--- src/rtl/ipid_pkg.sv ---
package ipid_pkg;

  // default number of fraction bits of gains, increment and drive
  localparam int unsigned FRAC_BITS_DEF = 8;

  // field and datapath widths
  localparam int unsigned IN_W    = 16;
  localparam int unsigned ERR_W   = 17;
  localparam int unsigned DP_W    = 18;
  localparam int unsigned DD_W    = 19;
  localparam int unsigned GAIN_W  = 16;
  localparam int unsigned PP_W    = GAIN_W + 1 + DP_W;
  localparam int unsigned PI_W    = GAIN_W + 1 + ERR_W;
  localparam int unsigned PD_W    = GAIN_W + 1 + DD_W;
  localparam int unsigned INC_W   = PD_W + 2;
  localparam int unsigned DRIVE_W = 24;
  localparam int unsigned DUTY_W  = 16;
  localparam int unsigned ACC_W   = INC_W + 1;
  localparam int unsigned CFG_IDX_W = 3;
  localparam int unsigned CFG_DATA_W = 16;

  // register reset values
  localparam logic [15:0]        STEP_LIMIT_RST  = 16'd1536;
  localparam logic signed [15:0] DRIVE_UPPER_RST = 16'sd100;
  localparam logic signed [15:0] DRIVE_LOWER_RST = -16'sd100;

  // register indexes
  typedef enum logic [CFG_IDX_W-1:0] {
    REG_GAIN_PROP   = 3'd0,
    REG_GAIN_INTEG  = 3'd1,
    REG_GAIN_DERIV  = 3'd2,
    REG_STEP_LIMIT  = 3'd3,
    REG_DRIVE_UPPER = 3'd4,
    REG_DRIVE_LOWER = 3'd5
  } cfg_idx_e;

  typedef struct packed {
    logic [GAIN_W-1:0]  gain_prop;
    logic [GAIN_W-1:0]  gain_integ;
    logic [GAIN_W-1:0]  gain_deriv;
    logic [15:0]        step_limit;
    logic signed [15:0] drive_upper;
    logic signed [15:0] drive_lower;
  } cfg_t;

  typedef struct packed {
    logic signed [IN_W-1:0] setpoint;
    logic signed [IN_W-1:0] measured;
  } in_t;

  typedef struct packed {
    logic signed [DUTY_W-1:0]  duty;
    logic signed [DRIVE_W-1:0] drive_fixed;
  } out_t;

  // error terms handed from the error stage to the multiply stage
  typedef struct packed {
    logic signed [ERR_W-1:0] e0;
    logic signed [DP_W-1:0]  dp;
    logic signed [DD_W-1:0]  dd;
  } diff_t;

  // pipeline handshake between two stages
  typedef struct packed {
    logic vld;
    logic take;
  } hs_t;

endpackage

--- src/rtl/ipid_drive.sv ---
module ipid_drive #(
  parameter int unsigned FRAC_BITS = ipid_pkg::FRAC_BITS_DEF
) (
  input  logic                               clk_i,
  input  logic                               rst_ni,
  input  ipid_pkg::cfg_t                     cfg_i,
  input  logic                               up_vld_i,
  output logic                               up_take_o,
  input  logic signed [ipid_pkg::INC_W-1:0]  inc_i,
  output logic                               out_valid_o,
  input  logic                               out_stall_i,
  output ipid_pkg::out_t                     out_data_o
);

  localparam int unsigned INC_W   = ipid_pkg::INC_W;
  localparam int unsigned ACC_W   = ipid_pkg::ACC_W;
  localparam int unsigned DRIVE_W = ipid_pkg::DRIVE_W;
  localparam int unsigned DUTY_W  = ipid_pkg::DUTY_W;
  localparam logic signed [ACC_W-1:0] DRIVE_MAX = ACC_W'((64'sd1 <<< (DRIVE_W-1)) - 1);
  localparam logic signed [ACC_W-1:0] DRIVE_MIN = ACC_W'(-(64'sd1 <<< (DRIVE_W-1)));
  localparam logic signed [DRIVE_W-1:0] DUTY_MAX = DRIVE_W'((64'sd1 <<< (DUTY_W-1)) - 1);
  localparam logic signed [DRIVE_W-1:0] DUTY_MIN = DRIVE_W'(-(64'sd1 <<< (DUTY_W-1)));
  localparam logic [DRIVE_W-1:0] FRAC_MASK = DRIVE_W'((64'd1 << FRAC_BITS) - 1);

  logic                        take, beat;
  logic                        out_vld_q;
  logic signed [DRIVE_W-1:0]   drive_acc_q;
  logic signed [ACC_W-1:0]     acc, hi, lo;
  logic signed [DRIVE_W-1:0]   drive_d, quot, duty_w;
  ipid_pkg::out_t              out_q, out_d;

  assign take = !out_vld_q || !out_stall_i;
  assign beat = up_vld_i && take;

  // accumulate, clamp to bounds (upper first) and to the accumulator range
  always_comb begin
    hi  = $signed({{(ACC_W-16){cfg_i.drive_upper[15]}}, cfg_i.drive_upper}) <<< FRAC_BITS;
    lo  = $signed({{(ACC_W-16){cfg_i.drive_lower[15]}}, cfg_i.drive_lower}) <<< FRAC_BITS;
    acc = {{(ACC_W-DRIVE_W){drive_acc_q[DRIVE_W-1]}}, drive_acc_q}
        + {{(ACC_W-INC_W){inc_i[INC_W-1]}}, inc_i};
    if (acc > hi) begin
      acc = hi;
    end
    if (acc < lo) begin
      acc = lo;
    end
    if (acc > DRIVE_MAX) begin
      acc = DRIVE_MAX;
    end
    if (acc < DRIVE_MIN) begin
      acc = DRIVE_MIN;
    end
    drive_d = acc[DRIVE_W-1:0];
  end

  // whole duty, truncated toward zero and saturated
  always_comb begin
    quot = drive_d >>> FRAC_BITS;
    if (drive_d[DRIVE_W-1] && ((drive_d & FRAC_MASK) != '0)) begin
      quot = quot + DRIVE_W'(1);
    end
    duty_w = quot;
    if (quot > DUTY_MAX) begin
      duty_w = DUTY_MAX;
    end else if (quot < DUTY_MIN) begin
      duty_w = DUTY_MIN;
    end
    out_d.duty        = duty_w[DUTY_W-1:0];
    out_d.drive_fixed = drive_d;
  end

  always_ff @(posedge clk_i or negedge rst_ni) begin
    if (!rst_ni) begin
      drive_acc_q <= '0;
      out_vld_q   <= 1'b0;
    end else begin
      if (beat) begin
        drive_acc_q <= drive_d;
      end
      if (take) begin
        out_vld_q <= up_vld_i;
      end
    end
  end

  always_ff @(posedge clk_i) begin
    if (beat) begin
      out_q <= out_d;
    end
  end

  assign up_take_o   = take;
  assign out_valid_o = out_vld_q;
  assign out_data_o  = out_q;

endmodule
--- config.mk ---
export PLATFORM = sky130hd
export DESIGN_NAME = ipid_drive
export DESIGN_NICKNAME = d
export VERILOG_FILES = /design/src/rtl/ipid_pkg.sv /design/src/rtl/ipid_drive.sv
export SDC_FILE = /design/constraint.sdc
export NUM_CORES = 1
export LEC_CHECK = 0
export BUFFER_PORTS_ARGS = -buffer_cell sky130_fd_sc_hd__buf_2
export CORE_ASPECT_RATIO = 1.75
export CORE_UTILIZATION = 23
export DETAILED_ROUTE_END_ITERATION = 6
export HOLD_SLACK_MARGIN = 0.15
export MAX_ROUTING_LAYER = met4
export PLACE_DENSITY = 0.39
export SYNTH_ARGS = -nofsm -noshare
export SYNTH_HDL_FRONTEND = slang
export SYNTH_SLANG_ARGS = --single-unit
--- constraint.sdc ---
create_clock -name clk_i -period 8.6 [get_ports clk_i]
set_clock_uncertainty 0.2 [all_clocks]
set_input_delay 1.72 -clock clk_i [delete_from_list [all_inputs] [get_ports clk_i]]
set_output_delay 1.72 -clock clk_i [all_outputs]
set_load 0.01 [all_outputs]
==> results.cfg <==
[outcome]
status = finished with violations
violations = negative setup slack

[sta]
period_share = 1.05
finalSetupViolations = 59
min_period_ns = 9.02
max_slew_margin = 0.367
slew_viol_final = 0
worstMarginPinSlew_ns = 0.947
finalHoldViolations = 0
grt_setup_unrepaired = yes
max_freq_mhz = 111
setup_ws_ns = -0.420

[global_routing]
gr-usage-all-layers = 0.216
grt_pass1_vias = 9916
grt_util_met1 = 0.195
gr-usage-met2 = 0.424
grt_max_degree = 56
grt.overflow.total = 0
antenna_found_initial = 0
grt_first_pass_wirelength_mm = 55.6
grt_busiest_layer = met2
met3_usage = 0.0140

[layout]
area_growth_pct = 71.0
nets = 1711
drive_above_1_share = 0.505
n_antenna_cell = 0
regArea_mm2 = 0.00183
layout.core_utilization = 0.401
multi_input_area_mm2 = 0.00732
finalNonFillerCells = 1937
n_fill_cell = 3617

[setup_path]
cp_slowest_cell = or4_4
endpoint_kind = flop
max_stage_delay_ns = 0.45
cp_max_fo = 5
critical_path.most_common_cell = buf_6
crit_required_ns = 8.59
reg2reg_slack_ns = 0.56
arrival_ns = 9.01
reg2reg_from = drive_acc_q[23]
path_class = primary input to flop
r2r-end = out_data_o[38]
critPathLaunchType = primary input
reg2reg_depth = 35

[floorplanning]
initial_core_util = 0.234
core_mm2 = 0.0347
die_height_um = 251
die_w_um = 144
ios = 180
dieArea_mm2 = 0.0361
rows = 90

[placed_design]
place.gp.congestion = 0.892
pre_cts_ws_ns = -1.42
dp_cells = 1879
dpl.hpwl_mm = 30.8
port-buffer-count = 115

[synthesis]
synth-seq-area-share = 0.225
syn_area_mm2 = 0.00813
synthArstFlopShare = 0.385
ys_ff_latch = 65
synth_edf_count = 40
ys_types = 96
syn-num-nets = 1242
synth_area_per_cell_um2 = 8.10
syn_inst = 1003
ys.flop_type = edfxtp_1
yosysWarningCount = 0

[clock_network]
cts.sinks = 65
clk_latency_ns = 0.35
cts-root-buf = clkbuf_16
max-clock-path-buffers = 2
cts_hold_buffers = 0
htreeDepth = 3
numCtsBuffers = 9
cts_tree = built
path_clk_slew_ns = 0.06

[worst_hold_path]
hold_end = drive_acc_q[4]
whs_path_depth = 2
hp-class = flop to flop
hold_start = drive_acc_q[4]

[run]
cap_violations = 0

[drt]
vias_per_cell = 4.88
wl_per_cell_um = 18.9
vias = 9455
drc = 0
first_pass_iters = 5
antenna_left = 0
drtIter0Drc = 344
wirelength_mm = 36.6
critical path, delay by kind of cell:
family,cells,cell delay (ns)
AND/OR/NAND/NOR,12,2.52
AO/OA/AOI/OAI,12,2.29
adder cells (fa/ha/maj),5,1.24
buffers and inverters,8,1.00
XOR/XNOR,1,0.20
Yosys cell counts, drive strengths merged (22+ instances only):
| library cell | instances | area share |
|---|---|---|
| ha | 100 | 0.15 |
| nor2 | 71 | 0.033 |
| nand3 | 29 | 0.018 |
| edfxtp | 40 | 0.15 |
| nor3 | 31 | 0.019 |
| inv | 50 | 0.023 |
| o21ai | 77 | 0.048 |
| a21oi | 83 | 0.053 |
| nand2 | 139 | 0.064 |
| a211oi | 22 | 0.025 |
| dfrtp | 25 | 0.077 |
| nand4 | 26 | 0.022 |
| mux2 | 24 | 0.034 |
through the flow:
| step | cell area (um^2) | hold slack (ns) | TNS [ns] |
|---|---|---|---|
| after CTS | 13500 | 0.308 | -13.75 |
| after global placement | 11900 | 0.269 | -60.57 |
| after global routing | 13900 | 0.341 | -38.89 |
| after floorplan | 8500 | 0.253 | -2.49 |
| final | 13900 | 0.304 | -15.98 |
| after detailed placement | 11900 | 0.283 | -62.10 |
per-layer routing:
layer	part of all wire	wire length, um	vias to the layer above
met2	0.58	21100	173
met4	0.064	2340	0
met1	0.34	12400	4459
met5	0	0	-
met3	0.021	775	79
li1	-	-	4744
cells by family after synthesis:
group	count (synthesis)	share of synthesized area
xor gates and xnor gates	34	0.0376
AOI/OAI and AO/OA	313	0.263
DFF	65	0.225
muxes	32	0.0436
and+or+nand+nor	372	0.227
buffers and inverters	86	0.0476
adders and majority gates	101	0.156
repair_timing:
item / 4_1_cts / 5_1_grt
endpoints found under the setup margin: 64 / 64
cloned: 4 / 0
resized for setup: 209 / 69
setup buffers: 36 / 9
pin swaps: 66 / 41
placed cells by master, fill, tap and decap left out, types with 16 or more instances in the layout:
master	instances
nand3_1	25
buf_2	113
nand2_1	119
buf_6	36
nor2_1	63
ha_1	79
o21ai_2	16
a21oi_1	64
nand4_1	25
edfxtp_1	40
nor3_1	20
o21ai_1	18
buf_4	328
inv_1	45
mux2_4	19
ha_4	18
dfrtp_1	25
o21ai_0	36
layout make-up:
cell class | instances | share of cell area
clock buffers | 9 | 0.0162
clock inverters | 7 | 0.00369
inverters | 52 | 0.0142
multi-input cells | 853 | 0.527
flip-flops and latches | 65 | 0.131
well taps | 460 | 0.0414
repair buffers | 491 | 0.266
worst max-delay path by stage:
stage / from / end / slack (ns) / cells after the start
finish: inc_i[0] / out_data_o[38] / -0.42 / 38
global route: inc_i[7] / out_data_o[30] / -0.79 / 39
CTS: inc_i[0] / out_data_o[36] / -0.44 / 42
detailed placement: inc_i[0] / out_data_o[20] / -1.42 / 40
global placement: inc_i[0] / out_data_o[20] / -1.36 / 38
floorplan: inc_i[0] / out_data_o[26] / -0.28 / 40
registers in the layout, summed over array words and instances (netlist names):
name and cells:
out_data_o 40, out_valid_o 1, drive_acc_q 24
Power is left out: the tool's default activity adds up to more than one toggle a clock period on the data nets, which glitch-free logic cannot reach.
