==> config.mk <==
export PLATFORM = sky130hd
export DESIGN_NAME = ipid_mac
export DESIGN_NICKNAME = d
export VERILOG_FILES = /design/src/rtl/ipid_pkg.sv /design/src/rtl/ipid_mac.sv
export SDC_FILE = /design/constraint.sdc
export NUM_CORES = 2
export LEC_CHECK = 0
export ABC_AREA = 1
export ABC_CLOCK_PERIOD_IN_PS = 6800
export BUFFER_PORTS_ARGS = -buffer_cell sky130_fd_sc_hd__clkbuf_2
export CAP_MARGIN = 20
export CORE_ASPECT_RATIO = 1.25
export CORE_MARGIN = 10
export CORE_UTILIZATION = 40
export DETAILED_ROUTE_END_ITERATION = 7
export MAX_ROUTING_LAYER = met4
export PLACE_DENSITY = 0.62
export SKIP_CTS_REPAIR_TIMING = 1
export SLEW_MARGIN = 20
export SYNTH_ARGS = -nofsm -noshare
export SYNTH_HDL_FRONTEND = slang
export SYNTH_SLANG_ARGS = --single-unit
export TNS_END_PERCENT = 10
==> constraint.sdc <==
create_clock -name clk_i -period 6.8 [get_ports clk_i]
set_input_delay 1.02 -clock clk_i [delete_from_list [all_inputs] [get_ports clk_i]]
set_output_delay 1.02 -clock clk_i [all_outputs]
set_load 0.02 [all_outputs]
==> src/rtl/ipid_pkg.sv <==
package ipid_pkg;

  // default number of fraction bits of gains, increment and drive
  localparam int unsigned FRAC_BITS_DEF = 8;

  // field and datapath widths
  localparam int unsigned IN_W    = 16;
  localparam int unsigned ERR_W   = 17;
  localparam int unsigned DP_W    = 18;
  localparam int unsigned DD_W    = 19;
  localparam int unsigned GAIN_W  = 16;
  localparam int unsigned PP_W    = GAIN_W + 1 + DP_W;
  localparam int unsigned PI_W    = GAIN_W + 1 + ERR_W;
  localparam int unsigned PD_W    = GAIN_W + 1 + DD_W;
  localparam int unsigned INC_W   = PD_W + 2;
  localparam int unsigned DRIVE_W = 24;
  localparam int unsigned DUTY_W  = 16;
  localparam int unsigned ACC_W   = INC_W + 1;
  localparam int unsigned CFG_IDX_W = 3;
  localparam int unsigned CFG_DATA_W = 16;

  // register reset values
  localparam logic [15:0]        STEP_LIMIT_RST  = 16'd1536;
  localparam logic signed [15:0] DRIVE_UPPER_RST = 16'sd100;
  localparam logic signed [15:0] DRIVE_LOWER_RST = -16'sd100;

  // register indexes
  typedef enum logic [CFG_IDX_W-1:0] {
    REG_GAIN_PROP   = 3'd0,
    REG_GAIN_INTEG  = 3'd1,
    REG_GAIN_DERIV  = 3'd2,
    REG_STEP_LIMIT  = 3'd3,
    REG_DRIVE_UPPER = 3'd4,
    REG_DRIVE_LOWER = 3'd5
  } cfg_idx_e;

  typedef struct packed {
    logic [GAIN_W-1:0]  gain_prop;
    logic [GAIN_W-1:0]  gain_integ;
    logic [GAIN_W-1:0]  gain_deriv;
    logic [15:0]        step_limit;
    logic signed [15:0] drive_upper;
    logic signed [15:0] drive_lower;
  } cfg_t;

  typedef struct packed {
    logic signed [IN_W-1:0] setpoint;
    logic signed [IN_W-1:0] measured;
  } in_t;

  typedef struct packed {
    logic signed [DUTY_W-1:0]  duty;
    logic signed [DRIVE_W-1:0] drive_fixed;
  } out_t;

  // error terms handed from the error stage to the multiply stage
  typedef struct packed {
    logic signed [ERR_W-1:0] e0;
    logic signed [DP_W-1:0]  dp;
    logic signed [DD_W-1:0]  dd;
  } diff_t;

  // pipeline handshake between two stages
  typedef struct packed {
    logic vld;
    logic take;
  } hs_t;

endpackage

==> src/rtl/ipid_mac.sv <==
module ipid_mac (
  input  logic                                clk_i,
  input  logic                                rst_ni,
  input  ipid_pkg::cfg_t                      cfg_i,
  input  logic                                up_vld_i,
  output logic                                up_take_o,
  input  ipid_pkg::diff_t                     diff_i,
  output ipid_pkg::hs_t                       dn_o,
  input  logic                                dn_take_i,
  output logic signed [ipid_pkg::INC_W-1:0]   inc_o
);

  localparam int unsigned PP_W  = ipid_pkg::PP_W;
  localparam int unsigned PI_W  = ipid_pkg::PI_W;
  localparam int unsigned PD_W  = ipid_pkg::PD_W;
  localparam int unsigned INC_W = ipid_pkg::INC_W;

  logic                     prod_take, inc_take;
  logic                     prod_vld_q, inc_vld_q;
  logic signed [PP_W-1:0]   pp_q, pp_d;
  logic signed [PI_W-1:0]   pi_q, pi_d;
  logic signed [PD_W-1:0]   pd_q, pd_d;
  logic signed [INC_W-1:0]  sum, lim, inc_d, inc_q;

  assign inc_take  = !inc_vld_q || dn_take_i;
  assign prod_take = !prod_vld_q || inc_take;

  // three gain products, gains taken as unsigned
  always_comb begin
    pp_d = PP_W'($signed({1'b0, cfg_i.gain_prop}))  * PP_W'(diff_i.dp);
    pi_d = PI_W'($signed({1'b0, cfg_i.gain_integ})) * PI_W'(diff_i.e0);
    pd_d = PD_W'($signed({1'b0, cfg_i.gain_deriv})) * PD_W'(diff_i.dd);
  end

  // sum of products and slew clamp, zero limit means no clamp
  always_comb begin
    sum = {{(INC_W-PP_W){pp_q[PP_W-1]}}, pp_q}
        + {{(INC_W-PI_W){pi_q[PI_W-1]}}, pi_q}
        + {{(INC_W-PD_W){pd_q[PD_W-1]}}, pd_q};
    lim   = $signed({{(INC_W-16){1'b0}}, cfg_i.step_limit});
    inc_d = sum;
    if (cfg_i.step_limit != '0) begin
      if (sum > lim) begin
        inc_d = lim;
      end else if (sum < -lim) begin
        inc_d = -lim;
      end
    end
  end

  always_ff @(posedge clk_i or negedge rst_ni) begin
    if (!rst_ni) begin
      prod_vld_q <= 1'b0;
      inc_vld_q  <= 1'b0;
    end else begin
      if (prod_take) begin
        prod_vld_q <= up_vld_i;
      end
      if (inc_take) begin
        inc_vld_q <= prod_vld_q;
      end
    end
  end

  always_ff @(posedge clk_i) begin
    if (prod_take && up_vld_i) begin
      pp_q <= pp_d;
      pi_q <= pi_d;
      pd_q <= pd_d;
    end
    if (inc_take && prod_vld_q) begin
      inc_q <= inc_d;
    end
  end

  assign up_take_o = prod_take;
  assign dn_o.vld  = inc_vld_q;
  assign dn_o.take = inc_take;
  assign inc_o     = inc_q;

endmodule

==> impl_summary.txt <==
----------------------------------------------------
[Detailed routing]
  Length of the first detailed-routing pass in iterations ... 5
  Vias post-DR ... 32700
  Wire length reported by the detailed router ... 106 mm
  Post-route ant nets ... 0
  Initial DRC count ... 1641
  Wire length per cell ... 15.1 um
  Vias per std cell ... 4.67
  Post-route DRC violation count ... 0

[Placed design]
  Number of input and output port buffers inserted ... 162
  HPWL after detailed placement ... 93.4 mm
  Gp weighted congestion ... 0.914

[Worst setup path]
  Type of destination of the critical path ... flop
  Max stage delay cell, worst path ... sky130_fd_sc_hd__fa_1
  Data arrival time at the worst-slack endpoint ... 6.58 ns
  Data required time at the worst endpoint ... 6.97 ns
  Crit-path max cell delay ... 0.57 ns
  CP Cell Sequence ... clkbuf_2 > nand2_1 > fa_1 > inv_1 > fa_1 > buf_12 > fa_1 > inv_1 > fa_1 > inv_1 > fa_1 > inv_1 > fa_1 > inv_1 > ha_1 > inv_1 > o21bai_1 > nand2_1 > a21oi_1 > a2111oi_0 > buf_4 > o21ai_0 > xor2_1
  Critical path buffer and inverter count ... 9
  Worst setup path class ... in2reg
  Launching element type of the critical path ... input port
  Biggest fanout along the worst timing path ... 10
  Cell family with the largest share of critical-path delay ... adder cells

[Global routing]
  Total congestion overflow after global routing ... 0
  Wire length of the first global-routing pass ... 177 mm
  Global router's overall resource usage ... 18.6%
  Antenna violations before repair ... 6
  Number of global-route vias before repair ... 35000
  Maximum number of pins on one net before global-route repair ... 55

[STA]
  Top achievable clock speed ... 0.156 GHz
  Tmin final ... 6.41 ns
  RSZ-0062 raised after global routing ... no
  Number of endpoints with negative hold slack in the final report ... 0
  Number of pins exceeding their max-slew limit in the final report ... 0
  Slew at the pin with the worst max-slew slack ... 0.730 ns
  Clock Skew ... 0.0170 ns
  Max transition margin ... 51.3%
  Tcrit/Tclk final ... 94.3%
  Total setup violations reported at the end of the flow ... 0

[Worst hold path]
  Worst min path class ... in2async

[Clock tree]
  Clock tree from TritonCTS ... yes
  Number of clock buffers inserted by TritonCTS ... 17
  Worst-path clk slew ... 0.07 ns
  Clk_lat worst skew ... 0.43 ns
  Root buffer cell ... sky130_fd_sc_hd__clkbuf_16
  Clk sink count ... 145
  Clock Path Buffers ... 2
  Total number of H-tree levels ... 4

[Synthesis]
  Count of yosys warnings during synthesis ... 0
  Net Count, Synth ... 6701
  Library cell with the largest summed area after synthesis ... sky130_fd_sc_hd__fa_1
  Synthesized area per cell ... 8.05 um2
  Cell variety after synth ... 54
  Mapped Cells ... 5308
  Synthesized area ... 0.0427 mm2
  Top area cells in the synthesized netlist ... sky130_fd_sc_hd__fa_1 (40%), sky130_fd_sc_hd__inv_1 (14%), sky130_fd_sc_hd__ha_1 (12%)
  Area fraction of the dominant cell type after synthesis ... 39.6%
  Flip-flop and latch count after synthesis ... 145
  Seq/Total Area, Yosys ... 10.2%

[Finish]
  Final standard cell utilization of the core ... 44.5%
  Share of post-route cells with drive strength above 1 ... 9.76%
  Net total in the final layout ... 6955
  Layout overhead on the synthesized area ... 10.8%

[Floorplan]
  Horizontal die dimension ... 312 um
  FP Rows ... 134
  Starting density of the core ... 40.2%
  Total die area ... 0.120 mm2
  Number of top-level design ports ... 195
  Placeable core region ... 0.106 mm2
  Die Span Y ... 386 um

[Run]
  MaxCap Viol Count ... 0

[Status]
  Status ... completed

----------------------------------------------------
## cells in the mapped netlist (all sizes together)
cell     instances
o21a             5
o22ai            8
xnor2           51
o221ai           2
fa             846
a221oi           3
nand3b           8
nand4           25
nand3           92
inv           1608
nand2         1317
dfrtp            2
buf             15
a21boi           9
clkbuf         201
a2111oi          1
nor3b            1
a21o             8
and2             2
or2              7
nor4             6
a31oi           15
a21oi          175
o21ai           62
o21bai          10
clkinv           1
nor3            23
xor2            89
o211ai           3
o31ai            6
ha             393
nor2           167
edfxtp         143
a211oi           4
## layout by cell type (no fill, tap or decap), drive strengths merged, types with 15 or more instances in the layout
cell | Yosys | final
buf | 15 | 289
nand3 | 92 | 92
clkbuf | 201 | 180
xor2 | 89 | 89
a31oi | 15 | 15
inv | 1608 | 1615
edfxtp | 143 | 143
nor2 | 167 | 167
nand4 | 25 | 25
xnor2 | 51 | 51
fa | 846 | 846
nand2 | 1317 | 1317
nor3 | 23 | 23
o21ai | 62 | 62
ha | 393 | 393
a21oi | 175 | 175
## logic make-up (layout without fill, tap and decap cells)
group	after synthesis	after routing	synth area share, %
buffers and inverters	1825	2092	16.1
and+or+nand+nor	1648	1648	15.6
adders and majority gates	1239	1239	51.1
AOI/OAI and AO/OA	311	311	4.08
DFF	145	145	10.2
xor gates and xnor gates	140	140	2.92
other	0	5	0
## cell type report
class                   count  area (um2)
well taps                1428        1790
inverters                1609        6040
clock inverters            14         146
repair buffers            451        3100
flip-flops and latches    145        4340
multi-input cells        3338       31500
clock buffers              18         429
diodes                      5        12.5
fillers                 10600       59100
## layer usage
metal / track usage, % / up-vias / wire length [um]
met5: - / - / 0
met4: 5.85 / 0 / 3640
li1: - / 15800 / -
met1: 22.0 / 16100 / 43200
met3: 1.95 / 188 / 4310
met2: 33.1 / 715 / 54500
## stage by stage
step | cells | cell area [um2] | hold WS, ns | setup TNS (ns) | worst slack, ns
detailed placement | 6970 | 46800 | 0.508 | -0.316 | -0.0952
global route | 7007 | 47400 | 0.346 | 0 | 0.0285
floorplan | 5308 | 42800 | 0.447 | 0 | 0.00110
CTS | 7002 | 47300 | 0.340 | 0 | 0.357
global placement | 6970 | 46800 | 0.491 | -0.204 | -0.145
finish | 7008 | 47400 | 0.357 | 0 | 0.390
## final timing paths
kind | to | startpoint | slack (ns) | cells after the start
worst max-delay path | pd_q[35] | cfg_i[53] | 0.39 | 23
worst min-delay path | inc_vld_q | rst_ni | 0.36 | 1
max in group asynchronous | prod_vld_q | rst_ni | 6.35 | 1
min in group clk_i | inc_vld_q | prod_vld_q | 0.52 | 2
worst min register to register | inc_vld_q | prod_vld_q | 0.52 | 2
worst max register to register | inc_o[32] | pp_q[1] | 1.11 | 30
## sequential cells by signal, indices dropped and copies added, names as in the netlist
register and cells:
prod_vld_q 1, inc_o 38, pi_q 34, inc_vld_q 1
pp_q 35, pd_q 36
Power is left out: the tool's default activity adds up to more than one toggle a clock period on the data nets, which glitch-free logic cannot reach.
