[src/rtl/ipid_pkg.sv]
package ipid_pkg;

  // default number of fraction bits of gains, increment and drive
  localparam int unsigned FRAC_BITS_DEF = 8;

  // field and datapath widths
  localparam int unsigned IN_W    = 16;
  localparam int unsigned ERR_W   = 17;
  localparam int unsigned DP_W    = 18;
  localparam int unsigned DD_W    = 19;
  localparam int unsigned GAIN_W  = 16;
  localparam int unsigned PP_W    = GAIN_W + 1 + DP_W;
  localparam int unsigned PI_W    = GAIN_W + 1 + ERR_W;
  localparam int unsigned PD_W    = GAIN_W + 1 + DD_W;
  localparam int unsigned INC_W   = PD_W + 2;
  localparam int unsigned DRIVE_W = 24;
  localparam int unsigned DUTY_W  = 16;
  localparam int unsigned ACC_W   = INC_W + 1;
  localparam int unsigned CFG_IDX_W = 3;
  localparam int unsigned CFG_DATA_W = 16;

  // register reset values
  localparam logic [15:0]        STEP_LIMIT_RST  = 16'd1536;
  localparam logic signed [15:0] DRIVE_UPPER_RST = 16'sd100;
  localparam logic signed [15:0] DRIVE_LOWER_RST = -16'sd100;

  // register indexes
  typedef enum logic [CFG_IDX_W-1:0] {
    REG_GAIN_PROP   = 3'd0,
    REG_GAIN_INTEG  = 3'd1,
    REG_GAIN_DERIV  = 3'd2,
    REG_STEP_LIMIT  = 3'd3,
    REG_DRIVE_UPPER = 3'd4,
    REG_DRIVE_LOWER = 3'd5
  } cfg_idx_e;

  typedef struct packed {
    logic [GAIN_W-1:0]  gain_prop;
    logic [GAIN_W-1:0]  gain_integ;
    logic [GAIN_W-1:0]  gain_deriv;
    logic [15:0]        step_limit;
    logic signed [15:0] drive_upper;
    logic signed [15:0] drive_lower;
  } cfg_t;

  typedef struct packed {
    logic signed [IN_W-1:0] setpoint;
    logic signed [IN_W-1:0] measured;
  } in_t;

  typedef struct packed {
    logic signed [DUTY_W-1:0]  duty;
    logic signed [DRIVE_W-1:0] drive_fixed;
  } out_t;

  // error terms handed from the error stage to the multiply stage
  typedef struct packed {
    logic signed [ERR_W-1:0] e0;
    logic signed [DP_W-1:0]  dp;
    logic signed [DD_W-1:0]  dd;
  } diff_t;

  // pipeline handshake between two stages
  typedef struct packed {
    logic vld;
    logic take;
  } hs_t;

endpackage

[src/rtl/ipid_err.sv]
module ipid_err (
  input  logic              clk_i,
  input  logic              rst_ni,
  input  logic              in_valid_i,
  output logic              in_stall_o,
  input  ipid_pkg::in_t     in_data_i,
  output ipid_pkg::hs_t     dn_o,
  input  logic              dn_take_i,
  output ipid_pkg::diff_t   diff_o
);

  logic                              take;
  logic                              acc_beat;
  logic signed [ipid_pkg::ERR_W-1:0] err_now_q, err_prev_q;
  logic signed [ipid_pkg::ERR_W-1:0] e0;
  logic                              diff_vld_q;
  ipid_pkg::diff_t                   diff_q, diff_d;

  assign take       = !diff_vld_q || dn_take_i;
  assign in_stall_o = !take;
  assign acc_beat   = in_valid_i && take;

  // new error and the proportional and derivative differences
  always_comb begin
    e0 = {in_data_i.setpoint[ipid_pkg::IN_W-1], in_data_i.setpoint}
       - {in_data_i.measured[ipid_pkg::IN_W-1], in_data_i.measured};
    diff_d.e0 = e0;
    diff_d.dp = {e0[ipid_pkg::ERR_W-1], e0}
              - {err_now_q[ipid_pkg::ERR_W-1], err_now_q};
    diff_d.dd = {{2{e0[ipid_pkg::ERR_W-1]}}, e0}
              - {err_now_q[ipid_pkg::ERR_W-1], err_now_q, 1'b0}
              + {{2{err_prev_q[ipid_pkg::ERR_W-1]}}, err_prev_q};
  end

  // error history shifts once per accepted beat
  always_ff @(posedge clk_i or negedge rst_ni) begin
    if (!rst_ni) begin
      err_now_q  <= '0;
      err_prev_q <= '0;
      diff_vld_q <= 1'b0;
    end else begin
      if (acc_beat) begin
        err_now_q  <= e0;
        err_prev_q <= err_now_q;
      end
      if (take) begin
        diff_vld_q <= in_valid_i;
      end
    end
  end

  always_ff @(posedge clk_i) begin
    if (acc_beat) begin
      diff_q <= diff_d;
    end
  end

  assign dn_o.vld  = diff_vld_q;
  assign dn_o.take = take;
  assign diff_o    = diff_q;

endmodule

[config.mk]
export PLATFORM = sky130hd
export DESIGN_NAME = ipid_err
export DESIGN_NICKNAME = d
export VERILOG_FILES = /design/src/rtl/ipid_pkg.sv /design/src/rtl/ipid_err.sv
export SDC_FILE = /design/constraint.sdc
export NUM_CORES = 1
export LEC_CHECK = 0
export ABC_AREA = 1
export BUFFER_PORTS_ARGS = -buffer_cell sky130_fd_sc_hd__buf_4
export CAP_MARGIN = 20
export CORE_MARGIN = 3
export CORE_UTILIZATION = 45
export CTS_CLUSTER_DIAMETER = 30
export DETAILED_ROUTE_END_ITERATION = 10
export PLACE_DENSITY_LB_ADDON = 0.2
export RECOVER_POWER = 100
export SYNTH_ARGS = -nofsm -noshare
export SYNTH_HDL_FRONTEND = slang
export SYNTH_SLANG_ARGS = --single-unit
[constraint.sdc]
create_clock -name clk_i -period 2.85 [get_ports clk_i]
set_clock_uncertainty 0.2 [all_clocks]
set_input_delay 0 -clock clk_i [delete_from_list [all_inputs] [get_ports clk_i]]
set_output_delay 0 -clock clk_i [all_outputs]
set_load 0.01 [all_outputs]
==> results of run 1 <==
-- tightest hold or removal path, stage by stage --
cell	delay (ns)
buf_4	0.09
ha_4	0.15
buf_4	0.11
nand2_2	0.05
nand3_1	0.09
nand2_1	0.05
-- power groups by stage --
| stage | Sequential [W] | Clock, W | Combinational, W |
|---|---|---|---|
| after floorplan | 0.00221 | 0 | 0.00299 |
| after global placement | 0.00210 | 0 | 0.00504 |
| after detailed placement | 0.00210 | 0 | 0.00511 |
| after CTS | 0.00208 | 0.00119 | 0.00539 |
| after global routing | 0.00211 | 0.00125 | 0.00663 |
| final | 0.00207 | 0.00117 | 0.00603 |
-- layout make-up --
| cell class | instances | area share [%] |
|---|---|---|
| clock buffer | 10 | 2.48 |
| clock inverter | 6 | 0.636 |
| inverter | 172 | 7.11 |
| multi-input combinational | 566 | 44.0 |
| sequential | 89 | 27.0 |
| tap | 180 | 2.43 |
| timing repair buffer | 222 | 16.3 |
-- sequential cells by signal, indices dropped and copies added (netlist names) --
signal,cells
err_now_q,17
diff_vld_q,1
err_prev_q,17
diff_o,54
-- logic make-up (layout without fill, tap and decap cells) --
group | Yosys count | in the layout
compound gates | 82 | 82
xor+xnor | 27 | 27
fa+ha+maj | 70 | 70
buf+inv | 180 | 410
flops | 89 | 89
simple gates | 387 | 387
-- cell usage in the layout, fill, tap and decap left out, drive strengths merged --
cell         Yosys  final
nand3b           2      2
nand2          266    266
a21oi           39     39
xnor2            7      7
fa              19     19
nor3             7      7
xor2            20     20
dlygate4sd3      0      5
or2              1      1
nor4             2      2
o21bai           1      1
a21o             3      3
nor2            51     51
buf              7    159
nand3           51     51
nand4            5      5
ha              51     51
o21ai           39     39
clkinv           0      4
bufinv           0      1
inv            172    172
clkbuf           1     68
and2             2      2
dfrtp           35     35
edfxtp          54     54
clkinvlp         0      1
-- Yosys cell counts (all sizes together) --
cell type and n:
xnor2 7, xor2 20, nand3b 2, nand3 51
ha 51, nand2 266, or2 1, o21bai 1
and2 2, a21oi 39, inv 172, dfrtp 35
buf 7, nand4 5, a21o 3, edfxtp 54
fa 19, o21ai 39, nor4 2, clkbuf 1
nor2 51, nor3 7
-- worst max path at each step --
stage | to | slack (ns)
after floorplan | diff_o[17] | -0.14
after global placement | diff_o[18] | -0.48
after detailed placement | diff_o[17] | -0.54
after CTS | diff_o[17] | -0.02
after global routing | diff_o[17] | -0.18
final | diff_o[17] | -0.05
-- timing repair --
action	4_1_cts	5_1_grt
endpoints found under the hold margin	51	0
endpoints found under the setup margin	13	18
pin swaps	14	41
gates resized for setup	31	109
hold buffers	6	0
setup buffers	0	9
-- metal layers --
metal	vias up	track usage, %	wire length, um
met2	135	33.8	8340
met5	-	0	0
met3	19	2.42	641
met1	2779	29.3	7950
li1	3066	-	-
met4	0	5.43	191
-- per-stage QoR --
| stage | cell area (um2) | instances | power (W) |
|---|---|---|---|
| 2_1_floorplan | 6610 | 835 | 0.00520 |
| 3_3_place_gp | 8360 | 1214 | 0.00714 |
| 3_5_place_dp | 8360 | 1214 | 0.00722 |
| 4_1_cts | 8870 | 1236 | 0.00866 |
| 5_1_grt | 9250 | 1245 | 0.0100 |
| 6_report | 9250 | 1245 | 0.00927 |
==> results.yml, run 1 <==
drt:
  ant_nets: 0
  drc_errors: 0
  via_per_inst: 4.82
  wl_per_cell_um: 13.7
  initialDrtViolationCount: 375
  vias: 5999
  firstDrtPassIters: 7
  wl_mm: 17.1
logic_synthesis:
  synth_mux_area_share_pct: 0
  synth-warning-count: 0
  synth_cell_types: 30
  yosys.area_share.simple_pct: 24.4
  netlist_top_cells_area: "edfxtp_1 (25%), nand2_1 (15%), dfrtp_1 (14%)"
  netlist_area_mm2: 0.00646
  yosysTopAreaCell: "edfxtp_1"
  syn_avg_cell_area_um2: 7.74
  synth.top_cell.area_share_pct: 25.1
  synth.net_count: 941
  synth_fa_ha_area_share_pct: 15.8
  synth-compound-area-share_pct: 6.62
  postSynthCellCount: 835
  yosysSeqAreaShare_pct: 38.6
  ys_ff_latch: 89
  synthXorXnorAreaFrac_pct: 3.89
  synth_top_family_by_area: "simple AND/OR/NAND/NOR gates"
placed_design:
  place_ws_ns: -0.541
  port_buffers: 92
  dp_hpwl_mm: 12.5
  gp_congestion: 0.979
critical_path:
  rr_endpoint: "diff_o[17]"
  path_common_cell: "nand2_1"
  endpoint_kind: "register"
  path_depth: 20
  worst_path_max_delay_cell: "fa_1"
  critPathRequiredTime_ns: 2.76
  start_kind: "primary input"
  reg2reg_slack_ns: 0.29
  path_max_fanout: 4
  reg2reg_depth: 13
  worstSetupPathType: "in -> reg"
  cp_num_buf_inv: 3
  path_delay_family: "adder cells"
  r2r-start: "err_now_q[2]"
  worstPathArrival_ns: 2.81
  path_cells: "buf_4 > ha_4 > fa_2 > inv_2 > nand2_2 > nand2_4 > nand2_1 > xnor2_2 > fa_1 > ha_4 > nand2_1 > inv_1 > nand2_1 > nand2_1 > nand2_1 > nand3_4 > nand2_4 > nand2_1 > nand2_1 > nand2_1"
  cp_slowest_stage_delay_ns: 0.51
  crit_start: "in_data_i[0]"
grt:
  grt_pass1_vias: 5713
  overflow: 0
  grt_max_degree: 84
  antenna_found_initial: 0
  grtUsageTotal_pct: 20.6
  grt_pass1_wl_mm: 26.6
layout:
  nNetsFinal: 1166
  area_growth_pct: 43.1
  drive_gt1_share_pct: 29.5
  fillerInstances: 1230
  final_util_pct: 66.1
  antennaDiodeCount: 0
  multi_input_area_mm2: 0.00407
  ff_latch_area_mm2: 0.00250
outcome:
  violations: "negative setup slack"
  status: "complete, but fails checks"
worst_hold_path:
  holdPathStages: 6
  whs_endpoint: "err_now_q[10]"
  worst_hold_path_type: "in -> reg"
  worstHoldStart: "in_data_i[26]"
power_and_ir_drop:
  seqPwrFrac_pct: 22.4
  p_clk_share_pct: 12.6
  vdd_drop_max_mv: 0.453
  netSwitchingPower_w: 0.00392
  leakagePower_nw: 4.62
  internal_power_w: 0.00535
  powerDensity_mw_per_mm2: 1000
  sw_frac_of_total_pct: 42.3
  combinationalPowerShare_pct: 65.0
timing:
  setup_viol: 3
  worst_slack_ns: -0.0500
  max_freq_mhz: 345
  period_share_pct: 102
  tightest_slew_ns: 0.887
  setup_tns_ns: -0.115
  relSlewSlack_pct: 40.9
  period_minus_slack_ns: 2.90
  hold_viol_final: 0
  fin_hold_ws_ns: 0.0384
  rsz0062_at_grt: "true"
  drv_slew: 0
die:
  core_mm2: 0.0140
  start_util_pct: 46.2
  die_w_um: 126
  die_area_mm2: 0.0158
  ioPinCount: 93
  rows: 43
  die_y_um: 126
cts:
  cts_tree: "done"
  cts_root_buffer: "clkbuf_16"
  clock_latency_ns: 0.34
  clkTransAtPathRegs_ns: 0.06
  cts_sinks: 89
  htreeDepth: 3
  max-clock-path-buffers: 2
  cts_made_buffers: 9
run:
  drv_cap: 0
Power figures use the tool's default switching activity.
==> run 2, diff against run 1 <==
Settings changed: ABC_AREA 1 to not set.
Clock period 2.85 ns to 2.8 ns, I/O delays scaled along.
==> run 2 against run 1 <==
Effect of this change:
- critical endpoint is now diff_o[16]
- largest power group unchanged
- core utilization is 8.5 points higher
- combinational power is 22% higher
- wire length is 9.3% higher
- design area is 3.9% higher
- sequential power is 4% higher
- non-clock buffer count is 78 higher
- largest cell class unchanged
- hold slack better by 0.11 ns
- via count is 2.2% lower
- the run ends with max-capacitance violations, max-slew violations, negative setup slack left
- global-route usage is 2.6 points higher
==> results.yml, run 2 <==
outcome:
  status: "complete, but fails checks"
  violations: "max-capacitance violations, max-slew violations, negative setup slack"
placed_design:
  post_dp_cell_area_mm2: 0.00840
  dp_hpwl_mm: 12.1
  place_ws_ns: -1.24
  port_buffers: 92
  gp_congestion: 0.897
logic_synthesis:
  synth.net_count: 731
  synth_flop_cell: "edfxtp_1"
  yosysMostFrequentCell: "inv_1"
  synth-edff-count: 54
  netlist_area_mm2: 0.00606
  synth-warning-count: 0
  netlist_top_cells_area: "edfxtp_1 (27%), dfrtp_1 (14%), ha_1 (11%)"
  synth_commonest_cells: "inv_1 (93), nand2_1 (61), o21ai_0 (55), edfxtp_1 (54), ha_1 (51)"
  synth.top_cell.area_share_pct: 26.8
  synth_cell_types: 63
  yosysTopAreaCell: "edfxtp_1"
  yosysSeqAreaShare_pct: 41.2
  postSynthCellCount: 625
  ys_ff_latch: 89
  synthArstFlopShare_pct: 39.3
  syn_avg_cell_area_um2: 9.69
die:
  die_area_mm2: 0.0149
  start_util_pct: 47.0
  rows: 41
  die_w_um: 122
  die_y_um: 122
  core_mm2: 0.0129
  ioPinCount: 93
drt:
  via_per_inst: 5.36
  drc_errors: 0
  wl_mm: 18.7
  ant_nets: 0
  vias: 5866
  firstDrtPassIters: 5
  wl_per_cell_um: 17.1
  initialDrtViolationCount: 491
timing:
  worst_slack_ns: -0.713
  hold_viol_final: 0
  fin_hold_ws_ns: 0.144
  max_freq_mhz: 285
  setup_tns_ns: -8.96
  tightest_slew_ns: 1.58
  period_share_pct: 125
  relSlewSlack_pct: -5.15
  setup_viol: 23
  rsz0062_at_grt: "true"
  drv_slew: 75
  period_minus_slack_ns: 3.51
layout:
  antennaDiodeCount: 0
  fin_area_mm2: 0.00961
  area_growth_pct: 58.7
  final_cell_mix: "buf_4 (200), inv_1 (79), clkbuf_1 (61)"
  drive_gt1_share_pct: 40.8
  layout_commonest_cell: "buf_4"
  nNetsFinal: 1024
  largest_reg_flops: 54
grt:
  grtUsageTotal_pct: 23.2
  grt_pass1_vias: 5792
  overflow: 0
  grt_max_degree: 39
  grt_pass1_wl_mm: 27.3
  antenna_found_initial: 0
cts:
  cts_made_buffers: 9
  max-clock-path-buffers: 2
  clock_latency_ns: 0.36
  cts_root_buffer: "clkbuf_16"
  htreeDepth: 3
  cts_tree: "done"
  cts_sinks: 89
  clkTransAtPathRegs_ns: 0.07
critical_path:
  worstPathArrival_ns: 3.41
  worstSetupPathType: "in -> reg"
  start_kind: "primary input"
  endpoint_kind: "register"
  path_max_fanout: 4
  critPathRequiredTime_ns: 2.70
worst_hold_path:
  worst_hold_path_type: "in -> reg"
run:
  drv_cap: 2
power_and_ir_drop:
  leakagePower_nw: 4.27
  powerDensity_mw_per_mm2: 1130
  vdd_drop_max_mv: 0.598
## run 2: changes by cell type after synthesis, moves of 15 or more
cell	delta
o21a_1	+17
inv_1	-78
nor2_1	-20
o21ai_0	+26
nand3_1	-39
xnor2_1	+15
nand2_1	-200
## run 2: cell type report
cell class                 instances  area, um2
multi-input combinational        425       4010
fill                             865       3270
sequential                        89       2500
timing repair buffer             300       2180
inverter                          93        382
clock buffer                       9        225
tap                              172        215
clock inverter                     7        100
## run 2: per-layer routing
layer	GRT usage (%)	wire length (um)	vias up
li1	-	-	2757
met1	29.2	7750	2801
met5	0	0	-
met2	40.7	9310	240
met4	10.5	767	0
met3	2.09	880	68
## run 2: kinds of logic after synthesis
family | after synthesis | share of synthesized area [%]
AO/OA/AOI/OAI | 171 | 18.1
XOR/XNOR | 34 | 5.04
adder cells (fa/ha/maj) | 70 | 16.8
buffers and inverters | 111 | 7.05
flip-flops | 89 | 41.2
multiplexers | 3 | 0.537
AND/OR/NAND/NOR | 147 | 11.2
## run 2: final timing paths
check | from | end | cells past startpoint | slack [ns]
worst max-delay path | in_data_i[16] | diff_o[16] | 19 | -0.71
worst min-delay path | in_data_i[31] | err_now_q[15] | 5 | 0.14
worst max register to register | err_now_q[1] | diff_o[16] | 10 | -0.30
worst min register to register | err_now_q[6] | err_now_q[6] | 1 | 0.32
max in group asynchronous | rst_ni | err_now_q[16] | 4 | 0.36
min in group asynchronous | rst_ni | err_now_q[4] | 4 | 1.11
## run 2: critical path, cell delays in order
cell	delay, ns
buf_12	0.09
inv_12	0.03
ha_4	0.15
fa_2	0.34
nor2b_2	0.15
o31a_1	0.19
buf_4	0.13
o21a_1	0.11
nor2_2	0.05
xnor2_2	0.25
fa_1	0.51
ha_4	0.20
nand2_1	0.08
nand2_2	0.07
o41a_1	0.42
buf_4	0.15
and2_4	0.14
a2111oi_4	0.30
nor3b_2	0.07
## run 2: where the power goes
group | switching, W | internal, W | total [W]
Clock | 0.000554 | 0.000792 | 0.00135
Combinational | 0.00362 | 0.00376 | 0.00738
Sequential | 0.000147 | 0.00201 | 0.00216
Total | 0.00432 | 0.00656 | 0.0109
## run 2: per-stage QoR
step | instances | utilization (%) | power (W)
3_5_place_dp | 1032 | 65.3 | 0.00797
5_1_grt | 1095 | 74.6 | 0.0115
3_3_place_gp | 1032 | 65.3 | 0.00780
6_report | 1095 | 74.6 | 0.0109
4_1_cts | 1079 | 73.0 | 0.0101
2_1_floorplan | 625 | - | 0.00566
## run 2: timing repair
item | CTS | global route
pin swaps | 50 | 68
setup endpoints to repair | 24 | 24
setup buffers | 23 | 20
hold endpoints to repair | 40 | 0
gates resized for setup | 81 | 66
hold buffers | 8 | 0
